==> config.mk <==
export PLATFORM = sky130hd
export DESIGN_NAME = sgf_back
export DESIGN_NICKNAME = d
export VERILOG_FILES = /design/src/design/sgf_pkg.sv /design/src/design/sgf_back.sv
export SDC_FILE = /design/constraint.sdc
export NUM_CORES = 1
export LEC_CHECK = 0
export BUFFER_PORTS_ARGS = -buffer_cell sky130_fd_sc_hd__buf_2
export CAP_MARGIN = 20
export CORE_UTILIZATION = 44
export DETAILED_ROUTE_END_ITERATION = 10
export GPL_TIMING_DRIVEN = 0
export SYNTH_ARGS = -nofsm -noshare
export SYNTH_HDL_FRONTEND = slang
export SYNTH_SLANG_ARGS = --single-unit
export TNS_END_PERCENT = 100
==> constraint.sdc <==
create_clock -name i_clk -period 16.09 [get_ports i_clk]
set_input_delay 0.8045 -clock i_clk [delete_from_list [all_inputs] [get_ports i_clk]]
set_output_delay 0.8045 -clock i_clk [all_outputs]
set_load 0.05 [all_outputs]
==> src/design/sgf_pkg.sv <==
// shared types, constants and arithmetic helpers of the scharr gradient filter
package sgf_pkg;

    localparam int DEF_MAX_WIDTH  = 1024;
    localparam int MAX_HEIGHT     = 4096;
    localparam int RESET_WIDTH    = 640;
    localparam int RESET_HEIGHT   = 480;
    localparam int PIXEL_W        = 8;
    localparam int GRAD_W         = 13;
    localparam int SMOOTH_W       = 12;
    localparam int DIFF_W         = 9;
    localparam int CFG_WIDTH_W    = 11;
    localparam int CFG_HEIGHT_W   = 13;
    localparam int CFG_DATA_W     = 13;
    localparam int ROW_W          = 13;
    localparam int QUEUE_DEPTH    = 4;
    localparam int QPTR_W         = $clog2(QUEUE_DEPTH);

    localparam logic REG_WIDTH  = 1'b0;
    localparam logic REG_HEIGHT = 1'b1;

    localparam logic OP_PIXEL = 1'b0;
    localparam logic OP_FLUSH = 1'b1;

    typedef struct packed {
        logic [SMOOTH_W-1:0]      smooth;
        logic signed [DIFF_W-1:0] diff;
        logic                     emit_mid;
        logic                     col_is_one;
        logic                     emit_last;
        logic                     wide;
        logic                     frame_end;
    } t_entry;

    typedef struct packed {
        logic signed [GRAD_W-1:0] grad_x;
        logic signed [GRAD_W-1:0] grad_y;
        logic                     frame_end;
    } t_result;

    // 3*(up+down) + 10*mid
    function automatic logic [SMOOTH_W-1:0] smooth_calc(
        input logic [PIXEL_W-1:0] up,
        input logic [PIXEL_W-1:0] mid,
        input logic [PIXEL_W-1:0] down
    );
        logic [SMOOTH_W-1:0] sum_ud;
        logic [SMOOTH_W-1:0] mid_x;
        sum_ud = SMOOTH_W'(up) + SMOOTH_W'(down);
        mid_x  = SMOOTH_W'(mid);
        return (sum_ud << 1) + sum_ud + (mid_x << 3) + (mid_x << 1);
    endfunction

    // 3*(left+right) + 10*centre
    function automatic logic signed [GRAD_W-1:0] grad_y_calc(
        input logic signed [DIFF_W-1:0] dl,
        input logic signed [DIFF_W-1:0] dc,
        input logic signed [DIFF_W-1:0] dr
    );
        logic signed [GRAD_W:0] sum_lr;
        logic signed [GRAD_W:0] centre;
        logic signed [GRAD_W:0] total;
        sum_lr = (GRAD_W+1)'(dl) + (GRAD_W+1)'(dr);
        centre = (GRAD_W+1)'(dc);
        total  = (sum_lr <<< 1) + sum_lr + (centre <<< 3) + (centre <<< 1);
        return total[GRAD_W-1:0];
    endfunction

    function automatic logic signed [GRAD_W-1:0] grad_x_calc(
        input logic [SMOOTH_W-1:0] sl,
        input logic [SMOOTH_W-1:0] sr
    );
        logic signed [GRAD_W-1:0] diff;
        diff = $signed({1'b0, sr}) - $signed({1'b0, sl});
        return diff;
    endfunction

endpackage

==> src/design/sgf_back.sv <==
// back end: horizontal window, gradient results and output register
module sgf_back (
    input  logic            i_clk,
    input  logic            i_rst_n,
    input  sgf_pkg::t_entry i_entry,
    input  logic            i_empty,
    output logic            o_pop,
    output logic            o_valid,
    input  logic            i_ready,
    output sgf_pkg::t_result o_result
);
    import sgf_pkg::*;

    logic [SMOOTH_W-1:0]      r_sm_a;
    logic [SMOOTH_W-1:0]      r_sm_b;
    logic signed [DIFF_W-1:0] r_df_a;
    logic signed [DIFF_W-1:0] r_df_b;

    t_result r_out;
    logic    r_out_valid;
    t_result r_pend;
    logic    r_pend_valid;

    logic                     slot_free;
    logic                     quiet;
    logic [SMOOTH_W-1:0]      sl;
    logic signed [DIFF_W-1:0] dl;
    logic signed [DIFF_W-1:0] dn;
    t_result                  res_mid;
    t_result                  res_last;

    // an entry that gives no result only moves the window
    assign quiet     = !i_entry.emit_mid && !i_entry.emit_last;
    assign slot_free = !r_out_valid || i_ready;
    assign o_pop     = !i_empty && (quiet || (!r_pend_valid && slot_free));

    always_comb begin
        sl = i_entry.col_is_one ? i_entry.smooth : r_sm_a;
        dl = i_entry.col_is_one ? i_entry.diff : r_df_a;
        dn = i_entry.wide ? r_df_b : i_entry.diff;
        res_mid.grad_x    = grad_x_calc(sl, i_entry.smooth);
        res_mid.grad_y    = grad_y_calc(dl, r_df_b, i_entry.diff);
        res_mid.frame_end = 1'b0;
        // mirrored right neighbour equals the left one
        res_last.grad_x    = '0;
        res_last.grad_y    = grad_y_calc(dn, i_entry.diff, dn);
        res_last.frame_end = i_entry.frame_end;
    end

    always_ff @(posedge i_clk) begin
        if (!i_rst_n) begin
            r_sm_a <= '0;
            r_sm_b <= '0;
            r_df_a <= '0;
            r_df_b <= '0;
        end else if (o_pop) begin
            r_sm_a <= r_sm_b;
            r_sm_b <= i_entry.smooth;
            r_df_a <= r_df_b;
            r_df_b <= i_entry.diff;
        end
    end

    always_ff @(posedge i_clk) begin
        if (!i_rst_n) begin
            r_out_valid  <= 1'b0;
            r_pend_valid <= 1'b0;
        end else if (slot_free) begin
            if (r_pend_valid) begin
                r_out        <= r_pend;
                r_out_valid  <= 1'b1;
                r_pend_valid <= 1'b0;
            end else if (o_pop && i_entry.emit_mid) begin
                r_out        <= res_mid;
                r_out_valid  <= 1'b1;
                r_pend       <= res_last;
                r_pend_valid <= i_entry.emit_last;
            end else if (o_pop && i_entry.emit_last) begin
                r_out       <= res_last;
                r_out_valid <= 1'b1;
            end else begin
                r_out_valid <= 1'b0;
            end
        end
    end

    assign o_valid  = r_out_valid;
    assign o_result = r_out;

`ifndef SYNTHESIS
    a_pend_behind_out: assert property (@(posedge i_clk) disable iff (!i_rst_n)
        r_pend_valid |-> r_out_valid)
        else $error("pending result without output in front of it");
`endif

endmodule

* After elaboration in Yosys (flattened, before gate mapping)
Cells that the tools add are included.
** Operators by class
- Add/subtract/negate cells :: 9
- Multiply operators :: 0
- Divide/modulo/power cells :: 0
- Magnitude comparators :: 0
- Eq/ne operators :: 0
- Shift-type cells :: 0
- Muxes and demuxes :: 11
- Bitwise operators :: 1
- Reduce and logical (&&, ||, !) cells :: 15
** Operators with widths (number)
- 2-to-1 mux 27 bit :: 2
- adder 12 x 12 -> 13 bit :: 2
- adder 13 x 10 -> 13 bit :: 2
- adder 11 x 10 -> 12 bit :: 2
- adder 9 x 9 -> 10 bit :: 2
- 2-to-1 mux 9 bit :: 2
- 2-to-1 mux 14 bit :: 1
- subtractor 12 x 12 -> 13 bit :: 1
- 2-to-1 mux 12 bit :: 1
- logical AND 1 bit :: 5
- zero test 1 bit :: 5
- 2-to-1 mux 1 bit :: 5
- AND reduction 4 bit :: 1
- AND reduction 3 bit :: 1
- nonzero test 3 bit :: 1
- logical OR 1 bit :: 2
- inverter 1 bit :: 1
** Word-level totals
- Register bits after elaboration :: 85
- Bits in latches :: 0
- Memory bits (writable) :: 0
- Memory bits (read-only) :: 0
- Bits of input ports :: 30
- Output and inout bits :: 29
- Word-level logic and storage cells :: 47
- Memories kept :: 0

* Logic depth before layout (Yosys ltp)
- Depth after elaboration :: 9
- Depth in mapped cells :: 22
- Depth with buffers taken out :: 21

* Worst setup path after synthesis
OpenSTA, ideal clock, no wires.
- Kind :: input to register
- From :: input i_entry[3] (netlist name)
- To :: register r_out (netlist bit o_result[13]) (data pin)
- Setup time :: 261 ps
- Data arrival time :: 5358 ps
- Path slack :: 10472 ps
- Cell stages on the path :: 21
- Buffers on the path :: 1
- Path through :: clkbuf_1 > mux2_2 > ha_1 > inv_1 > fa_1 > nor2b_1 > o21ai_0 > nand2b_1 > a21o_1 > a21o_1 > xnor2_1 > fa_1 > fa_1 > inv_1 > ha_1 > nor2b_1 > a311o_1 > nor3_1 > o31ai_1 > xnor2_1 > a221o_1
** Between the ends
- Cells in the longest elaborated chain, start to end :: 7
** RTL lines
- start: declaration :: RTL line sgf_back.sv:5 : input sgf_pkg::t_entry i_entry,
- 2-to-1 mux 9 bit :: RTL line sgf_back.sv:39 : dl = i_entry.col_is_one ? i_entry.diff : r_df_a;
- adder 9 x 9 -> 10 bit :: RTL line sgf_pkg.sv:63 : sum_lr = (GRAD_W+1)'(dl) + (GRAD_W+1)'(dr);
- adder 11 x 10 -> 12 bit :: RTL line sgf_pkg.sv:65 : total = (sum_lr <<< 1) + sum_lr + (centre <<< 3) + (centre <<< 1);
- adder 12 x 12 -> 13 bit :: RTL line sgf_pkg.sv:65
- adder 13 x 10 -> 13 bit :: RTL line sgf_pkg.sv:65
- 2-to-1 mux 27 bit :: RTL line sgf_back.sv:73 : end else if (o_pop && i_entry.emit_mid) begin
- 2-to-1 mux 14 bit :: RTL line sgf_back.sv:69 : if (r_pend_valid) begin
- end signal: assignment :: RTL line sgf_back.sv:70 : r_out <= r_pend;
- end signal: assignment :: RTL line sgf_back.sv:74 : r_out <= res_mid;
- end signal: assignment :: RTL line sgf_back.sv:79 : r_out <= res_last;
- end: declaration :: RTL line sgf_back.sv:19 : t_result r_out;
No other way between the ends.
A chain may end at the register's enable or synchronous reset.

* Worst setup path in the final report
Ends and elaborated chain as after synthesis.

==> results.toml <==
[sta]
finalCritPeriodShare_pct = 37.2
finalClockSkew_ps = 7.29
slew_headroom_pct = 49.2
rsz0062_at_grt = "false"
finalSetupViolations = 0
fmax_ghz = 0.167
min_period_ps = 5990
hold_viol = 0
final.setup.tns_ps = 0
tightest_slew_ps = 762
drv_slew = 0

[yosys]
ys_seq_area_share_pct = 35.1
syn_nets = 722
ys_types = 46
avgSynthCellArea_um2 = 9.73
synth_edf_count = 40
syn_area_um2 = 5920
ys_async_sr_fraction_pct = 0
synthCells = 609
yosys_warnings = 0
synth_ff_type = "dfxtp_1"
synth_seq_cells = 84

[cts]
clock_latency_ps = 340
cts_made_buffers = 9
cts.htree.levels = 3
cts-resized-gates = 0
cts_sinks = 84
clockBufferDepth = 2
clk_pin_slew_ps = 60
postCtsSetupRepairBufs = 0
clock-root-buffer = "clkbuf_16"
cts_tree = "yes"
cts_hold_buf = 0

[finish]
nNetsFinal = 793
area_delta_synth_final_pct = 13.7
fillerInstances = 1259
design_area_um2 = 6740
final_util_pct = 51.1
num_antenna_cells = 0
mostFrequentLayoutCell = "nand2_1"
finalNonFillerCells = 861
drive_gt1_share_pct = 14.3
final_cell_mix = "nand2_1 (106), buf_2 (59), inv_1 (52), ha_1 (48), a21boi_0 (45)"

[grt]
grt_pass1_wl_mm = 21.7
antenna_found_initial = 0
grt_pass1_vias = 4386
grt_max_degree = 16
track_usage_pct = 19.7
grt_overflow_total = 0

[worst_setup_path]
cp-end-kind = "flip-flop"
crit_arrival_ps = 6070
crit_path_start = "i_entry[3]"
slowest_stage = "fa_1"
critical_path_class = "in -> reg"
crit_path_start_kind = "input port"
reg2reg_from = "r_df_a[0]"
crit_path_frequent_cell = "fa_1"
crit_buf_inv = 4
path_max_fanout = 10
crit_chain = "buf_2, clkbuf_1, mux2_2, ha_1, inv_1, fa_1, nor2b_1, o21ai_0, nand2b_1, a21o_1, a21o_1, xnor2_1, fa_1, fa_1, inv_1, ha_1, nor2b_1, a311o_1, nor3_1, o31ai_1, xnor2_1, a221o_1"
path_delay_family = "adder cells"
critPathMaxStageDelay_ps = 510
cp_data_required_time_ps = 16180

[floorplan]
dieWidth_um = 118
io-pin-count = 59
die_h_um = 118
start_util_pct = 44.9
rows = 42
core_um2 = 13200
die-area_um2 = 13900

[placement]
io_buffers = 58
place_area_um2 = 6450
gp_congestion = 0.827
post-place-cells = 844
hpwl_mm = 10.4

[route]
ant_nets = 0
routed_wl_mm = 12.8
vias = 4324
routedWlPerCell_um = 14.9
dr.pass1.iters = 4
drt_iter0_drc = 189
drc_errors = 0
vias_per_cell = 5.02

[outcome]
outcome = "complete, no violations"

[min_path]
hp-class = "reg -> reg"
hp-start = "r_sm_b[7]"

[power_and_ir_drop]
clockPowerShare_pct = 24.1
seqPwrFrac_pct = 32.1
p_per_area_nw_per_um2 = 119
switching_share_pct = 37.0
switching_power_uw = 298
ir_drop_v = 0.0000603
comb_power_share_pct = 43.8
power.leakage_nw = 2.91
intPower_uw = 506

[job]
cap_viol_max_count = 0
## logic make-up after synthesis
kind of cell / Yosys count / share of synthesized area [%]
and+or+nand+nor: 186 / 13.5
adders and majority gates: 83 / 22.0
xor gates and xnor gates: 34 / 5.15
buffers and inverters: 75 / 4.77
AOI/OAI and AO/OA: 118 / 14.2
muxes: 29 / 5.22
DFF: 84 / 35.1
## layout make-up
class / count / area (um2) / share of cell area [%]
buffer: 22 / 83.8 / 1.24
clock buffer: 12 / 248 / 3.68
clock inverter: 4 / 30.0 / 0.446
inverter: 53 / 199 / 2.95
multi-input combinational: 450 / 3560 / 52.9
sequential: 84 / 2080 / 30.9
tap: 176 / 220 / 3.27
timing repair buffer: 60 / 313 / 4.64
## metrics by stage
stage	total power, mW	hold WS, ps	worst slack [ps]
3_5_place_dp	0.615	457	9750
4_1_cts	0.812	466	10100
5_1_grt	0.868	487	9770
6_report	0.804	462	10100
2_1_floorplan	0.533	441	10470
3_3_place_gp	0.608	448	9830
## cell usage after synthesis, types with 2 or more instances
cell type	number	share of area [%]
dfxtp_1	44	15
a21boi_0	45	5.7
a21o_1	9	1.1
o22ai_1	5	0.53
xor2_1	19	2.8
fa_1	35	12
clkbuf_1	19	1.2
xnor2_1	14	2.1
o21ai_0	16	1.4
nand2b_1	7	0.74
a221o_1	5	0.84
a21oi_1	13	1.1
a211oi_1	2	0.25
or3_1	2	0.21
mux2_2	15	2.9
inv_1	52	3.3
edfxtp_1	40	20
and2_1	4	0.42
nor2b_1	11	1.2
buf_1	2	0.13
nor2_1	37	2.3
a22oi_1	4	0.51
nand2_1	106	6.7
ha_1	48	10
o21a_1	9	1.1
and3_1	4	0.42
nor3_1	9	0.76
mux2i_1	14	2.4
o21bai_1	2	0.25
## state kept, by name (all words and copies together) (netlist names)
name	cells
o_valid	1
o_result	27
r_df_a	9
r_df_b	9
r_sm_a	12
r_pend	13
r_pend_valid	1
r_sm_b	12
## routing by layer
| metal | global-route usage (%) | part of all wire (%) | wire length [um] |
|---|---|---|---|
| met1 | 27.9 | 50 | 6420 |
| met5 | 0 | 0 | 0 |
| met2 | 31.2 | 45 | 5800 |
| met3 | 2.37 | 3.1 | 398 |
| met4 | 6.33 | 1.3 | 168 |
## worst min-delay path, cell delays in order (launching register included)
cell and delay [ps]:
dfxtp_1 310, nand2_1 40, a21boi_0 60
## power by group through the flow
| stage | Clock, mW | Sequential (mW) | Combinational [mW] |
|---|---|---|---|
| 2_1_floorplan | 0 | 0.286 | 0.248 |
| 3_3_place_gp | 0 | 0.263 | 0.345 |
| 3_5_place_dp | 0 | 0.263 | 0.352 |
| 4_1_cts | 0.199 | 0.258 | 0.355 |
| 5_1_grt | 0.206 | 0.260 | 0.402 |
| 6_report | 0.194 | 0.258 | 0.352 |
## worst paths after layout
path	to	slack [ps]	depth (start not counted)
max reg2reg	o_result[13]	11030	20
min reg2reg	r_sm_b[7]	460	2
min	r_sm_b[7]	460	2
max	o_result[13]	10100	22
Power figures use the tool's default switching activity.
