**src/design/sgf_pkg.sv**
```systemverilog
// shared types, constants and arithmetic helpers of the scharr gradient filter
package sgf_pkg;

    localparam int DEF_MAX_WIDTH  = 1024;
    localparam int MAX_HEIGHT     = 4096;
    localparam int RESET_WIDTH    = 640;
    localparam int RESET_HEIGHT   = 480;
    localparam int PIXEL_W        = 8;
    localparam int GRAD_W         = 13;
    localparam int SMOOTH_W       = 12;
    localparam int DIFF_W         = 9;
    localparam int CFG_WIDTH_W    = 11;
    localparam int CFG_HEIGHT_W   = 13;
    localparam int CFG_DATA_W     = 13;
    localparam int ROW_W          = 13;
    localparam int QUEUE_DEPTH    = 4;
    localparam int QPTR_W         = $clog2(QUEUE_DEPTH);

    localparam logic REG_WIDTH  = 1'b0;
    localparam logic REG_HEIGHT = 1'b1;

    localparam logic OP_PIXEL = 1'b0;
    localparam logic OP_FLUSH = 1'b1;

    typedef struct packed {
        logic [SMOOTH_W-1:0]      smooth;
        logic signed [DIFF_W-1:0] diff;
        logic                     emit_mid;
        logic                     col_is_one;
        logic                     emit_last;
        logic                     wide;
        logic                     frame_end;
    } t_entry;

    typedef struct packed {
        logic signed [GRAD_W-1:0] grad_x;
        logic signed [GRAD_W-1:0] grad_y;
        logic                     frame_end;
    } t_result;

    // 3*(up+down) + 10*mid
    function automatic logic [SMOOTH_W-1:0] smooth_calc(
        input logic [PIXEL_W-1:0] up,
        input logic [PIXEL_W-1:0] mid,
        input logic [PIXEL_W-1:0] down
    );
        logic [SMOOTH_W-1:0] sum_ud;
        logic [SMOOTH_W-1:0] mid_x;
        sum_ud = SMOOTH_W'(up) + SMOOTH_W'(down);
        mid_x  = SMOOTH_W'(mid);
        return (sum_ud << 1) + sum_ud + (mid_x << 3) + (mid_x << 1);
    endfunction

    // 3*(left+right) + 10*centre
    function automatic logic signed [GRAD_W-1:0] grad_y_calc(
        input logic signed [DIFF_W-1:0] dl,
        input logic signed [DIFF_W-1:0] dc,
        input logic signed [DIFF_W-1:0] dr
    );
        logic signed [GRAD_W:0] sum_lr;
        logic signed [GRAD_W:0] centre;
        logic signed [GRAD_W:0] total;
        sum_lr = (GRAD_W+1)'(dl) + (GRAD_W+1)'(dr);
        centre = (GRAD_W+1)'(dc);
        total  = (sum_lr <<< 1) + sum_lr + (centre <<< 3) + (centre <<< 1);
        return total[GRAD_W-1:0];
    endfunction

    function automatic logic signed [GRAD_W-1:0] grad_x_calc(
        input logic [SMOOTH_W-1:0] sl,
        input logic [SMOOTH_W-1:0] sr
    );
        logic signed [GRAD_W-1:0] diff;
        diff = $signed({1'b0, sr}) - $signed({1'b0, sl});
        return diff;
    endfunction

endpackage

```
**src/design/sgf_queue.sv**
```systemverilog
// small queue between the column filter and the row filter
module sgf_queue (
    input  logic            i_clk,
    input  logic            i_rst_n,
    input  logic            i_push,
    input  sgf_pkg::t_entry i_data,
    output logic            o_full,
    input  logic            i_pop,
    output sgf_pkg::t_entry o_data,
    output logic            o_empty
);
    import sgf_pkg::*;

    t_entry            r_mem [QUEUE_DEPTH];
    logic [QPTR_W-1:0] r_wr_ptr;
    logic [QPTR_W-1:0] r_rd_ptr;
    logic [QPTR_W:0]   r_count;

    assign o_full  = (r_count == (QPTR_W+1)'(QUEUE_DEPTH));
    assign o_empty = (r_count == '0);
    assign o_data  = r_mem[r_rd_ptr];

    always_ff @(posedge i_clk) begin
        if (i_push) begin
            r_mem[r_wr_ptr] <= i_data;
        end
    end

    always_ff @(posedge i_clk) begin
        if (!i_rst_n) begin
            r_wr_ptr <= '0;
            r_rd_ptr <= '0;
            r_count  <= '0;
        end else begin
            if (i_push) begin
                r_wr_ptr <= r_wr_ptr + QPTR_W'(1);
            end
            if (i_pop) begin
                r_rd_ptr <= r_rd_ptr + QPTR_W'(1);
            end
            case ({i_push, i_pop})
                2'b10:   r_count <= r_count + (QPTR_W+1)'(1);
                2'b01:   r_count <= r_count - (QPTR_W+1)'(1);
                default: r_count <= r_count;
            endcase
        end
    end

`ifndef SYNTHESIS
    a_no_overflow: assert property (@(posedge i_clk) disable iff (!i_rst_n)
        i_push |-> !o_full)
        else $error("push into full queue");
    a_no_underflow: assert property (@(posedge i_clk) disable iff (!i_rst_n)
        i_pop |-> !o_empty)
        else $error("pop from empty queue");
`endif

endmodule

```
**config.mk**
```make
export PLATFORM = sky130hd
export DESIGN_NAME = sgf_queue
export DESIGN_NICKNAME = d
export VERILOG_FILES = /design/src/design/sgf_pkg.sv /design/src/design/sgf_queue.sv
export SDC_FILE = /design/constraint.sdc
export NUM_CORES = 1
export LEC_CHECK = 0
export BUFFER_PORTS_ARGS = -buffer_cell sky130_fd_sc_hd__buf_2
export CORE_MARGIN = 4
export CORE_UTILIZATION = 60
export DETAILED_ROUTE_END_ITERATION = 8
export PLACE_DENSITY = 0.94
export RECOVER_POWER = 100
export SYNTH_ARGS = -nofsm -noshare
export SYNTH_HDL_FRONTEND = slang
export SYNTH_SLANG_ARGS = --single-unit
```
**constraint.sdc**
```tcl
create_clock -name i_clk -period 4.2 [get_ports i_clk]
set_clock_uncertainty 0.15 [all_clocks]
set_input_delay 0.84 -clock i_clk [delete_from_list [all_inputs] [get_ports i_clk]]
set_output_delay 0.84 -clock i_clk [all_outputs]
set_load 0.01 [all_outputs]
```
## Word level (Yosys, flattened, before mapping)

Memories as Yosys holds them, arrays and structs flattened. A register that Yosys moved wholly into a read port is not among the register bits.
Index checks and enable logic that the tools add are counted.
Widths: inputs -> output; s select.

| word-level totals | value |
|---|---|
| word-level logic and storage cells | 18 |
| memories | 1 |
| bits in latches | 0 |
| ROM bits | 0 |
| RAM bits | 104 |
| flip-flop bits (word level) | 7 |

Memory list:

| memory | words | bits a word | read ports | clocked after Yosys merged registers in | write ports | line | RTL |
|---|---|---|---|---|---|---|---|
| r_mem | 4 | 26 | 1 | 1 | 1 | sgf_queue.sv:14 | `t_entry r_mem [QUEUE_DEPTH];` |

| cells by class | value |
|---|---|
| muxes and demuxes | 5 |
| magnitude comparators | 0 |
| equal/unequal tests | 3 |
| multipliers | 0 |
| divide/modulo/power cells | 0 |
| shift operators | 0 |
| reduce and logical (&&, ||, !) cells | 2 |
| bitwise gates (word level) | 0 |
| add/subtract/negate cells | 4 |

Operators by type and width:

| cell | count |
|---|---|
| $pmux 3 s2 | 1 |
| $add 2x1->2 const B | 2 |
| $mux 2 | 2 |
| $add 3x1->3 const B | 1 |
| $eq 3x3->1 const B | 1 |
| $logic_not 3->1 | 1 |
| $sub 3x1->3 const B | 1 |
| $eq 2x1->1 const B | 1 |
| $eq 2x2->1 const B | 1 |
| $mux 1 | 2 |
| $reduce_bool 2->1 | 1 |

## Depth between registers and ports, before layout

Gate-level depths: netlist of run 1.

| logic depth | value |
|---|---|
| word-level depth | 3 |
| gate-level depth with buffers | 7 |

## Worst setup path after synthesis of run 1

Ideal clock, no wire load.

| path | value |
|---|---|
| path kind | input port to flip-flop |
| start | input port i_push |
| end | register r_count[2] |
| arrival | 2.030 ns |
| cell stages on the path | 7 |
| setup time | 0.076 ns |
| buffers on the path | 0 |
| data required time | 3.974 ns |
| slack | 1.945 ns |
| path through | inv_1 -> ha_1 -> inv_1 -> fa_1 -> xor2_1 -> or3_1 -> a21boi_0 |

| between the ends | value |
|---|---|
| longest elaborated chain between the ends | 2 |

Ends and longest elaborated chain:

| what | line | RTL |
|---|---|---|
| start: declaration | sgf_queue.sv:5 | `input logic i_push,` |
| $eq 2x1->1 / $eq 2x2->1 (equally long branches) | sgf_queue.sv:41 | `case ({i_push, i_pop})` |
| $pmux 3 s2 / $reduce_bool 2->1 (equally long branches) | n/a |  |
| end signal: assignment | sgf_queue.sv:42 | `2'b10: r_count <= r_count + (QPTR_W+1)'(1);` |
| end signal: assignment | sgf_queue.sv:43 | `2'b01: r_count <= r_count - (QPTR_W+1)'(1);` |
| end signal: assignment | sgf_queue.sv:44 | `default: r_count <= r_count;` |
| end: declaration | sgf_queue.sv:17 | `logic [QPTR_W:0] r_count;` |

Parallel ways exist; a longest one is shown, timed or not.
A chain may end at the register's enable or synchronous reset.

==> impl_metrics.env, run 1 <==
export IMPL_tightest_slew_ps=1650
export IMPL_die_w_um=92.14
export IMPL_syn_nets=218
export IMPL_cts_hold_fix_buffers=0
export IMPL_synth_edff_count=104
export IMPL_p_per_area_nw_per_um2=588.1
export IMPL_grt_pass1_wl_mm=11.50
export IMPL_finalHoldViolCount=0
export IMPL_fin_ws_ps=996.6
export IMPL_cts_sinks=113
export IMPL_synth_area_um2=4248
export IMPL_yosysUniqueCellTypes=22
export IMPL_grt_usage=0.1919
export IMPL_cts_tree="yes"
export IMPL_io_pins=58
export IMPL_worstPathMaxFanout=26
export IMPL_fin_crit_ps=3203
export IMPL_vias_per_cell=5.380
export IMPL_grt_overflow=0
export IMPL_use_met1=0.2451
export IMPL_syn_instance_count=182
export IMPL_grt_busiest_layer="met2"
export IMPL_ys_ff_latch=113
export IMPL_grt_pass1_vias=2146
export IMPL_dp_slack_ps=1441
export IMPL_ir_worst_vdd_mv=0.3890
export IMPL_ys_seq_area_frac=0.7776
export IMPL_cellLeakagePower_uw=0.001695
export IMPL_routabilityCongestion=0.6910
export IMPL_synthFlopType="edfxtp_1"
export IMPL_finalHoldWorstSlack_ps=356.7
export IMPL_clock_latency_ps=500
export IMPL_grt_util_met2=0.2938
export IMPL_switchingPower_uw=634.1
export IMPL_die_area_um2=8490
export IMPL_met3_usage=0.07219
export IMPL_synth_area_leader_cell="edfxtp_1"
export IMPL_root_buffer="clkbuf_8"
export IMPL_synth_commonest_cells="edfxtp_1, mux4_2, and2_1"
export IMPL_yosys_top_cells_area="edfxtp_1, mux4_2, dfxtp_1"
export IMPL_grt_max_degree=27
export IMPL_worstPathRequired_ps=3210
export IMPL_numCtsBuffers=17
export IMPL_ant_nets=0
export IMPL_fin_crit_sh=0.7627
export IMPL_final_core_util=0.7566
export IMPL_num_vias=1969
export IMPL_yosys_area_top_type_share=0.7352
export IMPL_wirelength_mm=7.190
export IMPL_initial_core_util=0.6218
export IMPL_cp_start_kind="flip-flop"
export IMPL_core_area_um2=6832
export IMPL_rows=30
export IMPL_htree_levels=4
export IMPL_antennaDiodeCount=0
export IMPL_post_cts_buffers=0
export IMPL_drive_gt1_frac=0.2000
export IMPL_pwr_share_clk=0.496
export IMPL_drtIter0Drc=89
export IMPL_max_freq_mhz=312.2
export IMPL_totalNegativeSetupSlack_ps=0
export IMPL_worstSetupEndpointType="output pin"
export IMPL_antenna_found_initial=0
export IMPL_swShare=0.2086
export IMPL_violations="capacitance limit, slew limit"
export IMPL_p_total_uw=3040
export IMPL_maxCapViolCount=4
export IMPL_cts_path_max_buffers=2
export IMPL_rsz0062_at_grt="false"
export IMPL_cts_resized=0
export IMPL_status="finished with violations"
export IMPL_wire_per_inst_um=19.64
export IMPL_yosysWarnings=0
export IMPL_drt_pass1_iterations=4
export IMPL_setup_viol=0
export IMPL_synth_most_common_cell="edfxtp_1"
export IMPL_path_class="flip-flop to output pin"
export IMPL_p_int_uw=2405
export IMPL_port_buffers=57
export IMPL_clk_pin_slew_ps=60
export IMPL_syn_avg_cell_area_um2=23.34
export IMPL_drc_errors=0
export IMPL_hold_path_class="flip-flop to flip-flop"
export IMPL_max_slew_margin_rel=-0.1003
export IMPL_areaGrowthSynthToFinish_pct=21.68
export IMPL_async_flop_share=0
export IMPL_drv_slew=108
export IMPL_place_hpwl_mm=4.022
export IMPL_fin_nets=293
export IMPL_combPwrFrac=0.069
export IMPL_worst_ep_arrival_time_ps=2210
export IMPL_seq_power_share=0.435
export IMPL_die_h_um=92.14
cell type report:
cell class              instances  area (µm²)
flip-flops and latches        113        3304
fillers                       424        1663
multi-input cells              57       855.8
clock buffers                  17       414.1
repair buffers                 62       237.7
clock inverters                15       214.0
well taps                      96       120.1
inverters                       6       22.52
flip-flops by register name (all words and copies together), names as in the netlist, named ones only:
register / cells
r_wr_ptr: 2
r_rd_ptr: 2
r_count: 3
r_mem: 104
power by group through the flow:
stage | combinational [µW] | sequential [µW] | clock (µW)
after floorplan | 159 | 1320 | 0
after global placement | 218 | 1340 | 0
after detailed placement | 226 | 1340 | 0
after CTS | 229 | 1320 | 1530
after global routing | 229 | 1330 | 1600
final | 208 | 1320 | 1510
cells in the final DEF (no fill, tap or decap):
master	netlist	final
and2_0	0	8
or3_1	1	1
a21boi_0	1	1
inv_1	6	6
edfxtp_1	104	104
bufinv_16	0	5
and3_1	1	1
inv_6	0	2
buf_4	0	1
xor2_1	3	3
fa_1	1	1
and2_1	10	2
clkinv_2	0	4
clkbuf_1	0	60
ha_1	5	5
mux4_2	20	20
clkinv_1	0	1
buf_2	2	1
clkbuf_16	0	16
clkinvlp_4	0	3
dfxtp_1	9	8
nor2b_1	1	1
nand2_1	2	2
mux2i_1	1	1
xnor2_1	2	2
clkbuf_8	0	1
nor3_1	1	1
dfxtp_2	0	1
mux4_1	6	6
o21ai_0	2	2
worst max-delay path, stage by stage, from the launching register on:
cell and delay (ps):
dfxtp_2 900, mux4_1 650, clkbuf_1 150
logic make-up (layout without fill, tap and decap cells):
| kind of cell | after synthesis | count (layout) | synth area share |
|---|---|---|---|
| muxes | 27 | 27 | 0.1455 |
| xor gates and xnor gates | 5 | 5 | 0.01031 |
| AOI/OAI and AO/OA | 3 | 3 | 0.004124 |
| buffers and inverters | 12 | 100 | 0.02091 |
| and+or+nand+nor | 16 | 16 | 0.02209 |
| adders and majority gates | 6 | 6 | 0.01944 |
| DFF | 113 | 113 | 0.7776 |
metrics by stage:
stage / std cells / instance area (µm²)
after floorplan: 182 / 4248
after global placement: 334 / 4626
after detailed placement: 334 / 4626
after CTS: 366 / 5254
after global routing: 366 / 5169
final: 366 / 5169
final timing paths:
kind,start,endpoint,slack [ps],cells after the start
worst max-delay path,flip-flop,o_data[9],1000,2
worst min-delay path,r_count[2],r_count[2],360,2
worst max register to register,r_wr_ptr[0],r_mem[0][18],1750,4
worst min register to register,r_count[2],r_count[2],360,2
routing by layer:
layer | up-vias | wire (µm)
met5 | - | 0
met4 | 0 | 119
met3 | 8 | 371
met2 | 65 | 3670
met1 | 994 | 3029
li1 | 902 | -
(Power assumes the default switching activity.)
==> run 2, diff against run 1 <==
--- a/config.mk
+++ b/config.mk
@@ -7,9 +7,9 @@
 export LEC_CHECK = 0
 export BUFFER_PORTS_ARGS = -buffer_cell sky130_fd_sc_hd__buf_2
 export CORE_MARGIN = 4
-export CORE_UTILIZATION = 60
+export CORE_UTILIZATION = 56
 export DETAILED_ROUTE_END_ITERATION = 8
-export PLACE_DENSITY = 0.94
+export PLACE_DENSITY = 0.89
 export RECOVER_POWER = 100
 export SYNTH_ARGS = -nofsm -noshare
 export SYNTH_HDL_FRONTEND = slang
==> constraint.sdc (replaced) <==
create_clock -name i_clk -period 3.15 [get_ports i_clk]
set_clock_uncertainty 0.15 [all_clocks]
set_input_delay 0.63 -clock i_clk [delete_from_list [all_inputs] [get_ports i_clk]]
set_output_delay 0.63 -clock i_clk [all_outputs]
set_load 0.01 [all_outputs]
==> run 2 against run 1 <==
- the flow still finishes with violations (capacitance limit, slew limit)
- first-iteration DRC count is 9.0% higher
- worst setup slack worse by 620 ps
- global-route usage is 1.0 points higher
- non-clock buffer count is 2 higher
- combinational power is 47% higher
- sequential power is 33% higher
- clock power is 37% higher
- count of clock-buffer cells in the layout stayed put
- sequential cell count stayed put
- core utilization is 4.3 points lower
- power is 36% higher
- final cell count is 1.4% higher
==> impl_metrics.env, run 2 (synthesis gave the netlist of run 1 again) <==
export IMPL_status="finished with violations"
export IMPL_violations="capacitance limit, slew limit"
export IMPL_cp_start_kind="flip-flop"
export IMPL_initial_core_util=0.5795
export IMPL_grt_pass1_vias=2192
export IMPL_path_class="flip-flop to output pin"
export IMPL_finalHoldViolCount=0
export IMPL_layout_commonest_cell="edfxtp_1"
export IMPL_cts_hold_fix_buffers=0
export IMPL_cts_path_max_buffers=2
export IMPL_cellLeakagePower_uw=0.001747
export IMPL_drv_slew=54
export IMPL_worstPathMaxFanout=10
export IMPL_io_pins=58
export IMPL_max_slew_margin_rel=-0.1065
export IMPL_worstSetupEndpointType="output pin"
export IMPL_largest_reg_flops=104
export IMPL_cts_resized=0
export IMPL_r2r_cells=3
export IMPL_max_freq_mhz=361.1
export IMPL_top_register="r_mem"
export IMPL_p_per_area_nw_per_um2=791.0
export IMPL_fin_crit_ps=2769
export IMPL_ant_nets=0
export IMPL_drive_gt1_frac=0.2279
export IMPL_die_area_um2=9043
export IMPL_p_total_uw=4139
export IMPL_final_core_util=0.7138
export IMPL_vias_per_cell=5.396
export IMPL_worst_ep_arrival_time_ps=1990
export IMPL_antennaDiodeCount=0
export IMPL_r2r_start="r_wr_ptr[0]"
export IMPL_totalNegativeSetupSlack_ps=0
export IMPL_hold_path_class="input pin to flip-flop"
export IMPL_numCtsBuffers=17
export IMPL_critPathMaxStageDelay_ps=570
export IMPL_wirelength_mm=8.172
export IMPL_worstPathRequired_ps=2370
export IMPL_port_buffers=57
export IMPL_tightest_slew_ps=1660
export IMPL_grt_pass1_wl_mm=12.46
export IMPL_routabilityCongestion=0.6590
export IMPL_num_vias=2002
export IMPL_cts_tree="yes"
export IMPL_layout_common_cells="edfxtp_1, clkbuf_1, mux4_2"
export IMPL_wire_per_inst_um=22.03
export IMPL_crit_chain="buf_4 > mux4_2 > clkbuf_1"
export IMPL_drt_pass1_iterations=4
export IMPL_grt_overflow=0
export IMPL_fin_crit_sh=0.8790
export IMPL_fin_nets=295
export IMPL_finalHoldWorstSlack_ps=246.2
export IMPL_htree_levels=4
export IMPL_grt_usage=0.2019
export IMPL_cts_sinks=113
export IMPL_root_buffer="clkbuf_8"
export IMPL_antenna_found_initial=0
export IMPL_hp_start="i_data[1]"
export IMPL_ir_worst_vdd_mv=0.7132
export IMPL_reg_top3="r_mem: 104 flops, r_count: 3 flops"
export IMPL_drtIter0Drc=97
export IMPL_clock_latency_ps=490
export IMPL_grt_max_degree=27
export IMPL_critPathSlowestCell="mux4_2"
export IMPL_place_hpwl_mm=4.693
export IMPL_rows=31
export IMPL_areaGrowthSynthToFinish_pct=23.18
export IMPL_whs_path_depth=1
export IMPL_maxCapViolCount=2
export IMPL_die_w_um=95.10
export IMPL_post_cts_buffers=0
export IMPL_fillers=454
export IMPL_drc_errors=0
export IMPL_die_h_um=95.10
export IMPL_core_area_um2=7331
export IMPL_clk_pin_slew_ps=50
export IMPL_rsz0062_at_grt="false"
export IMPL_setup_viol=0
run 2: layer usage:
metal  global-route usage  vias up  wire length, µm
met4              0.05048        0               16
met3              0.06709        2              449
met1               0.2296     1021             2968
li1                     -      904                -
met5                    0        -                0
met2               0.3662       75             4738
run 2: power breakdown:
group          internal, µW  switching [µW]  total, µW
sequential             1720            36.0       1760
clock                  1440             635       2070
combinational           135             170        305
total                  3300             841       4140
run 2: final timing paths:
| path | slack [ps] | to |
|---|---|---|
| worst max-delay path | 380 | o_data[6] |
| worst min-delay path | 250 | r_mem[3][1] |
| worst max register to register | 600 | r_mem[3][25] |
| worst min register to register | 380 | r_count[2] |
run 2: cell type report:
cell class	count	area, µm²	share of cell area
flip-flops and latches	113	3304	0.6315
inverters	6	22.52	0.004304
clock buffers	17	414.1	0.07915
repair buffers	64	271.5	0.05189
clock inverters	15	240.2	0.04591
multi-input cells	57	855.8	0.1636
well taps	99	123.9	0.02367
run 2: metrics by stage:
step                      worst slack [ps]  area (µm²)  cells
after floorplan                       1105        4248    182
after global placement               906.1        4669    339
after detailed placement             833.5        4669    339
after CTS                            304.0        5324    371
after global routing                 288.3        5233    371
final                                381.0        5233    371
run 2: critical path: cells and delay by family (launching register included):
kind	cells	cell delay [ps]
multiplexers	1	570
buffers and inverters	2	440
flip-flops	1	480
